`src/rtl/core/uxf_pkg.sv`:
```
// Shared types and constants for the serial buffering engine with XON/XOFF flow control.
`timescale 1ns / 1ps
`default_nettype none

package uxf_pkg;

    localparam int DEPTH_DEFAULT = 512;

    localparam logic [7:0] CHAR_XON  = 8'd17;
    localparam logic [7:0] CHAR_XOFF = 8'd19;
    localparam logic [7:0] NO_BYTE   = 8'hFF;

    localparam logic       FLOW_ENABLE_RESET = 1'b1;
    localparam logic [8:0] XOFF_LEVEL_RESET  = 9'd384;
    localparam logic [8:0] XON_LEVEL_RESET   = 9'd256;

    localparam int ADDR_WIDTH = 4;

    typedef enum logic [1:0] {
        ACT_RX_BYTE  = 2'd0,
        ACT_PUT      = 2'd1,
        ACT_GET      = 2'd2,
        ACT_TX_READY = 2'd3
    } action_t;

    typedef enum logic [1:0] {
        ST_DONE    = 2'd0,
        ST_FULL    = 2'd1,
        ST_EMPTY   = 2'd2,
        ST_UNUSED  = 2'd3
    } status_t;

    typedef enum logic [1:0] {
        REG_FLOW_ENABLE = 2'd0,
        REG_XOFF_LEVEL  = 2'd1,
        REG_XON_LEVEL   = 2'd2,
        REG_NONE        = 2'd3
    } reg_index_t;

    typedef enum logic [1:0] {
        SRC_RESULT = 2'd0,
        SRC_RX_RAM = 2'd1,
        SRC_TX_RAM = 2'd2,
        SRC_NONE   = 2'd3
    } data_src_t;

    typedef struct packed {
        logic [1:0] action;
        logic [7:0] data_byte;
    } req_t;

    typedef struct packed {
        logic [1:0] status;
        logic [7:0] data_out;
        logic [8:0] fill_count;
        logic       line_byte_valid;
        logic       transmit_enabled;
        logic       flow_stopped;
    } rsp_t;

endpackage

`default_nettype wire

```
`src/rtl/core/uxf_ram.sv`:
```
// Generic single-port-write, single-port-read RAM with registered read data.
`timescale 1ns / 1ps
`default_nettype none

module uxf_ram #(
    parameter int WIDTH = 8,
    parameter int DEPTH = uxf_pkg::DEPTH_DEFAULT
) (
    input  wire logic                     clk,
    input  wire logic                     we,
    input  wire logic [$clog2(DEPTH)-1:0] waddr,
    input  wire logic [WIDTH-1:0]         wdata,
    input  wire logic                     re,
    input  wire logic [$clog2(DEPTH)-1:0] raddr,
    output logic      [WIDTH-1:0]         rdata
);

    logic [WIDTH-1:0] mem_reg [DEPTH];
    logic [WIDTH-1:0] rdata_reg;

    always_ff @(posedge clk)
    begin
        if (we)
        begin
            mem_reg[waddr] <= wdata;
        end
        if (re)
        begin
            rdata_reg <= mem_reg[raddr];
        end
    end

    assign rdata = rdata_reg;

endmodule

`default_nettype wire

```
`config.mk`:
```
export PLATFORM = sky130hd
export DESIGN_NAME = uxf_ram
export DESIGN_NICKNAME = d
export VERILOG_FILES = /design/src/rtl/core/uxf_pkg.sv /design/src/rtl/core/uxf_ram.sv
export SDC_FILE = /design/constraint.sdc
export NUM_CORES = 2
export LEC_CHECK = 0
export BUFFER_PORTS_ARGS = -buffer_cell sky130_fd_sc_hd__buf_2
export CAP_MARGIN = 20
export CORE_AREA = 5 5 572 574
export DETAILED_ROUTE_END_ITERATION = 12
export DIE_AREA = 0 0 577 579
export SLEW_MARGIN = 20
export SYNTH_ARGS = -nofsm -noshare
export SYNTH_HDL_FRONTEND = slang
export SYNTH_SLANG_ARGS = --single-unit
```
`constraint.sdc`:
```
create_clock -name clk -period 3.09 [get_ports clk]
set_input_delay 0.4635 -clock clk [delete_from_list [all_inputs] [get_ports clk]]
set_output_delay 0.4635 -clock clk [all_outputs]
set_load 0.01 [all_outputs]
```
==> impl_metrics.csv <==
group,metric,value,unit
outcome,outcome,"complete, no violations",
die,rows,209,
timing,finalMaxSlewViolations,0,
die,ios,37,
synthesis,syn_nets,8059,
worst_setup_path,crit_required,3890,ps
timing,fin_crit_sh,96.3,%
synthesis,syn_area,0.160,sq mm
detailed_routing,vias_per_cell,6.17,
timing,final_hold_viol_count,0,
worst_setup_path,cp_slowest_cell,"o221ai_1",
worst_setup_path,critPathTopFamily,"compound AO/OA/AOI/OAI gates",
die,initial_core_util,49.7,%
timing,max_freq,0.336,GHz
worst_setup_path,slowest_delay,420,ps
synthesis,synth_top_area_share,77.0,%
worst_setup_path,rr_endpoint,"rdata[7]",
timing,finalSetupViolCount,0,
synthesis,synth_warnings,0,
pwr,total_power,118,mW
synthesis,syn_area_per_cell,19.9,sq um
worst_setup_path,crit_chain,"mux2i_1 > o221ai_1 > a21oi_1 > nor4_1 > nand4_1 > buf_12 > o21ai_0 > buf_4 > o2111a_1",
detailed_routing,wl,433000,um
final_layout,largest_reg_flops,4096,
final_layout,final_nets,9187,
worst_setup_path,endpoint,"rdata[7]",
synthesis,yosys.cell_types.count,50,
clock_network,numClockSinks,4104,
worst_setup_path,worstSetupPathType,"flip-flop to flip-flop",
synthesis,yosysSeqAreaShare,77.0,%
worst_setup_path,r2r_cells,9,
clock_network,clk_path_buf_depth,4,
die,die_w,577,um
detailed_routing,postRouteAntennaNets,0,
timing,skew,40.5,ps
detailed_routing,drtIter0Drc,10600,
worst_setup_path,cp_num_buf_inv,2,
global_routing,grt_pass1_wl,623000,um
worst_setup_path,crit_path_start_kind,"flip-flop",
clock_network,htreeDepth,5,
worst_setup_path,cp-end-kind,"flip-flop",
synthesis,synth.area.top_cells,"edfxtp_1 (77%), mux4_2 (9.2%), mux2i_1 (5.0%)",
die,core,0.322,sq mm
clock_network,cts_root_buf,"clkbuf_16",
synthesis,yosys_register_bits,4104,
synthesis,synth_top_flop_cell,"edfxtp_1",
clock_network,clk_latency,970,ps
pwr,p_leak,61.8,nW
clock_network,numCtsBuffers,413,
final_layout,syn_to_final_growth,17.4,%
detailed_routing,drtPass1Iterations,6,
timing,fin_setup_tns,0,ps
synthesis,synth_edf_count,4104,
pwr,p_per_area,629,mW/mm^2
min_path,min_path_cells,1,
worst_setup_path,crit_path_start,"mem_reg[105][7]",
detailed_routing,drc,0,
clock_network,path_clk_slew,60,ps
timing,tightest_slew,1090,ps
synthesis,syn_inst,8030,
die,dieArea,0.334,sq mm
clock_network,cts_tree,"done",
worst_setup_path,regToRegSetupSlack,110,ps
global_routing,grt_pass1_vias,85700,
worst_setup_path,arrival,3780,ps
global_routing,grt_max_degree,145,
detailed_routing,route.vias.total,85300,
detailed_routing,wl_per_cell,31.3,um
synthesis,async_reset_ff_share,0,%
timing,rsz0062_at_grt,"no",
worst_setup_path,rr_startpoint,"mem_reg[105][7]",
placed_design,numPortBuffers,36,
die,die_h,579,um
timing,period_minus_slack,2980,ps
global_routing,antenna_found_initial,37,
timing,slew_headroom,26.9,%
synthesis,synth_largest_area_cell,"edfxtp_1",
final_layout,fill_cells,23600,
worst_setup_path,cp_num_cells,9,
placed_design,gp_congestion,0.908,
final_layout,layout-drive-gt1-share,26.4,%
global_routing,grt_overflow,0,
min_path,hold_path.class,"primary input to flip-flop",
pwr,ir_drop,503,uV
flow_run,drv_cap,0,
global_routing,grt_util_all_layers,25.7,%
worst_setup_path,worstPathMaxFanout,2,
placed_design,hpwl,282000,um
## timing repair
item,CTS,global route
setup buffers,0,0
hold endpoints to repair,123,0
gates resized for setup,0,1
endpoints found under the setup margin,0,1
hold buffers,6,0
## worst min-delay path by stage
stage	startpoint	end	slack [ps]
after floorplan	wdata[0]	mem_reg[0][0]	560
after global placement	wdata[7]	mem_reg[347][7]	860
after detailed placement	wdata[7]	mem_reg[347][7]	860
after CTS	wdata[4]	mem_reg[403][4]	20
after global routing	wdata[4]	mem_reg[403][4]	40
final	wdata[4]	mem_reg[403][4]	60
## per-stage QoR
stage / utilization, % / instances / instance area (sq um) / setup WS (ps) / hold WS (ps)
3_5_place_dp: 54.1 / 13100 / 174000 / -846 / 861
6_report: 58.3 / 13800 / 188000 / 114 / 55.4
4_1_cts: 58.3 / 13800 / 188000 / 59.0 / 17.4
5_1_grt: 58.3 / 13800 / 188000 / 88.9 / 39.1
2_1_floorplan: - / 8030 / 160000 / 515 / 562
3_3_place_gp: 54.1 / 13100 / 174000 / -962 / 858
## worst register-to-register path: stages (launching register included)
cell	delay, ps
edfxtp_1	330
mux2i_1	70
o221ai_1	420
a21oi_1	240
nor4_1	330
nand4_1	380
buf_12	270
o21ai_0	360
buf_4	250
o2111a_1	170
## layout make-up
type                            instances  area, sq um  share of cell area [%]
Multi-Input combinational cell       3410        34000                    18.1
Antenna cell                            7         17.5                 0.00932
Inverter                                3         18.8                 0.00999
Clock buffer                          486        10700                    5.72
Tap cell                             4325         5410                    2.88
Clock inverter                        274         2850                    1.52
Sequential cell                      4104       123000                    65.6
Timing Repair Buffer                 1226        11600                    6.15
## synthesized netlist by cell type (11+ instances only)
library cell  instances
buf_4                70
mux4_2              654
and2_1               20
buf_1                41
a211oi_1             17
a22oi_1              61
nor4_1               36
buf_2                57
o21ai_0             118
a21oi_1             194
mux2i_1             797
buf_8                11
o221ai_1            371
nor3_1              109
o31ai_1              13
o22ai_1             163
nand3_1              36
nor2_1              597
nand2_1             111
clkbuf_1            265
nand4_1              32
edfxtp_1           4104
buf_6                64
## kinds of logic (layout without fill, tap and decap cells)
family	count (synthesis)	count (layout)	share of synthesized area [%]
other cells	0	7	0
mux	1451	1451	14.2
buf+inv	516	1989	1.85
flops	4104	4104	77.0
simple gates	980	980	2.63
compound gates	979	979	4.31
## routing by layer
layer,up-vias,wire (um),GRT usage (%),share of wire [%]
met4,10,14900,7.88,3.4
met1,44800,174000,36.7,40
met2,4084,206000,40.9,48
li1,35800,-,-,-
met5,-,73,0,0.017
met3,723,37200,4.59,8.6
## cell usage in the layout, fill, tap and decap left out, types with 7 or more instances in the layout
| cell type | count |
|---|---|
| mux4_2 | 654 |
| clkinvlp_4 | 23 |
| mux2i_1 | 797 |
| o22ai_1 | 163 |
| nand2_4 | 12 |
| clkbuf_1 | 67 |
| buf_2 | 24 |
| nor3_1 | 108 |
| a21oi_1 | 194 |
| nor4_1 | 29 |
| nor4_2 | 7 |
| o31ai_1 | 13 |
| o41ai_1 | 7 |
| nand3_1 | 32 |
| inv_6 | 10 |
| diode_2 | 7 |
| nor3b_1 | 7 |
| clkbuf_16 | 419 |
| buf_12 | 185 |
| nor2_1 | 595 |
| nand4_1 | 32 |
| nand2_1 | 99 |
| o2111a_1 | 8 |
| buf_4 | 1000 |
| a22oi_1 | 61 |
| clkinv_1 | 102 |
| bufinv_16 | 50 |
| edfxtp_1 | 4104 |
| clkinv_2 | 72 |
| o21ai_0 | 118 |
| and2_1 | 20 |
| buf_8 | 10 |
| o221ai_1 | 371 |
| a211oi_1 | 17 |
## report_power, final
part / switching [mW] / total (mW) / leakage [nW] / internal [mW]
sequential: 0.0558 / 61.4 / 36.9 / 61.3
clock: 21.3 / 50.3 / 6.59 / 29.1
combinational: 4.00 / 6.42 / 18.3 / 2.42
No activity file was read; power rests on OpenSTA's default activity.
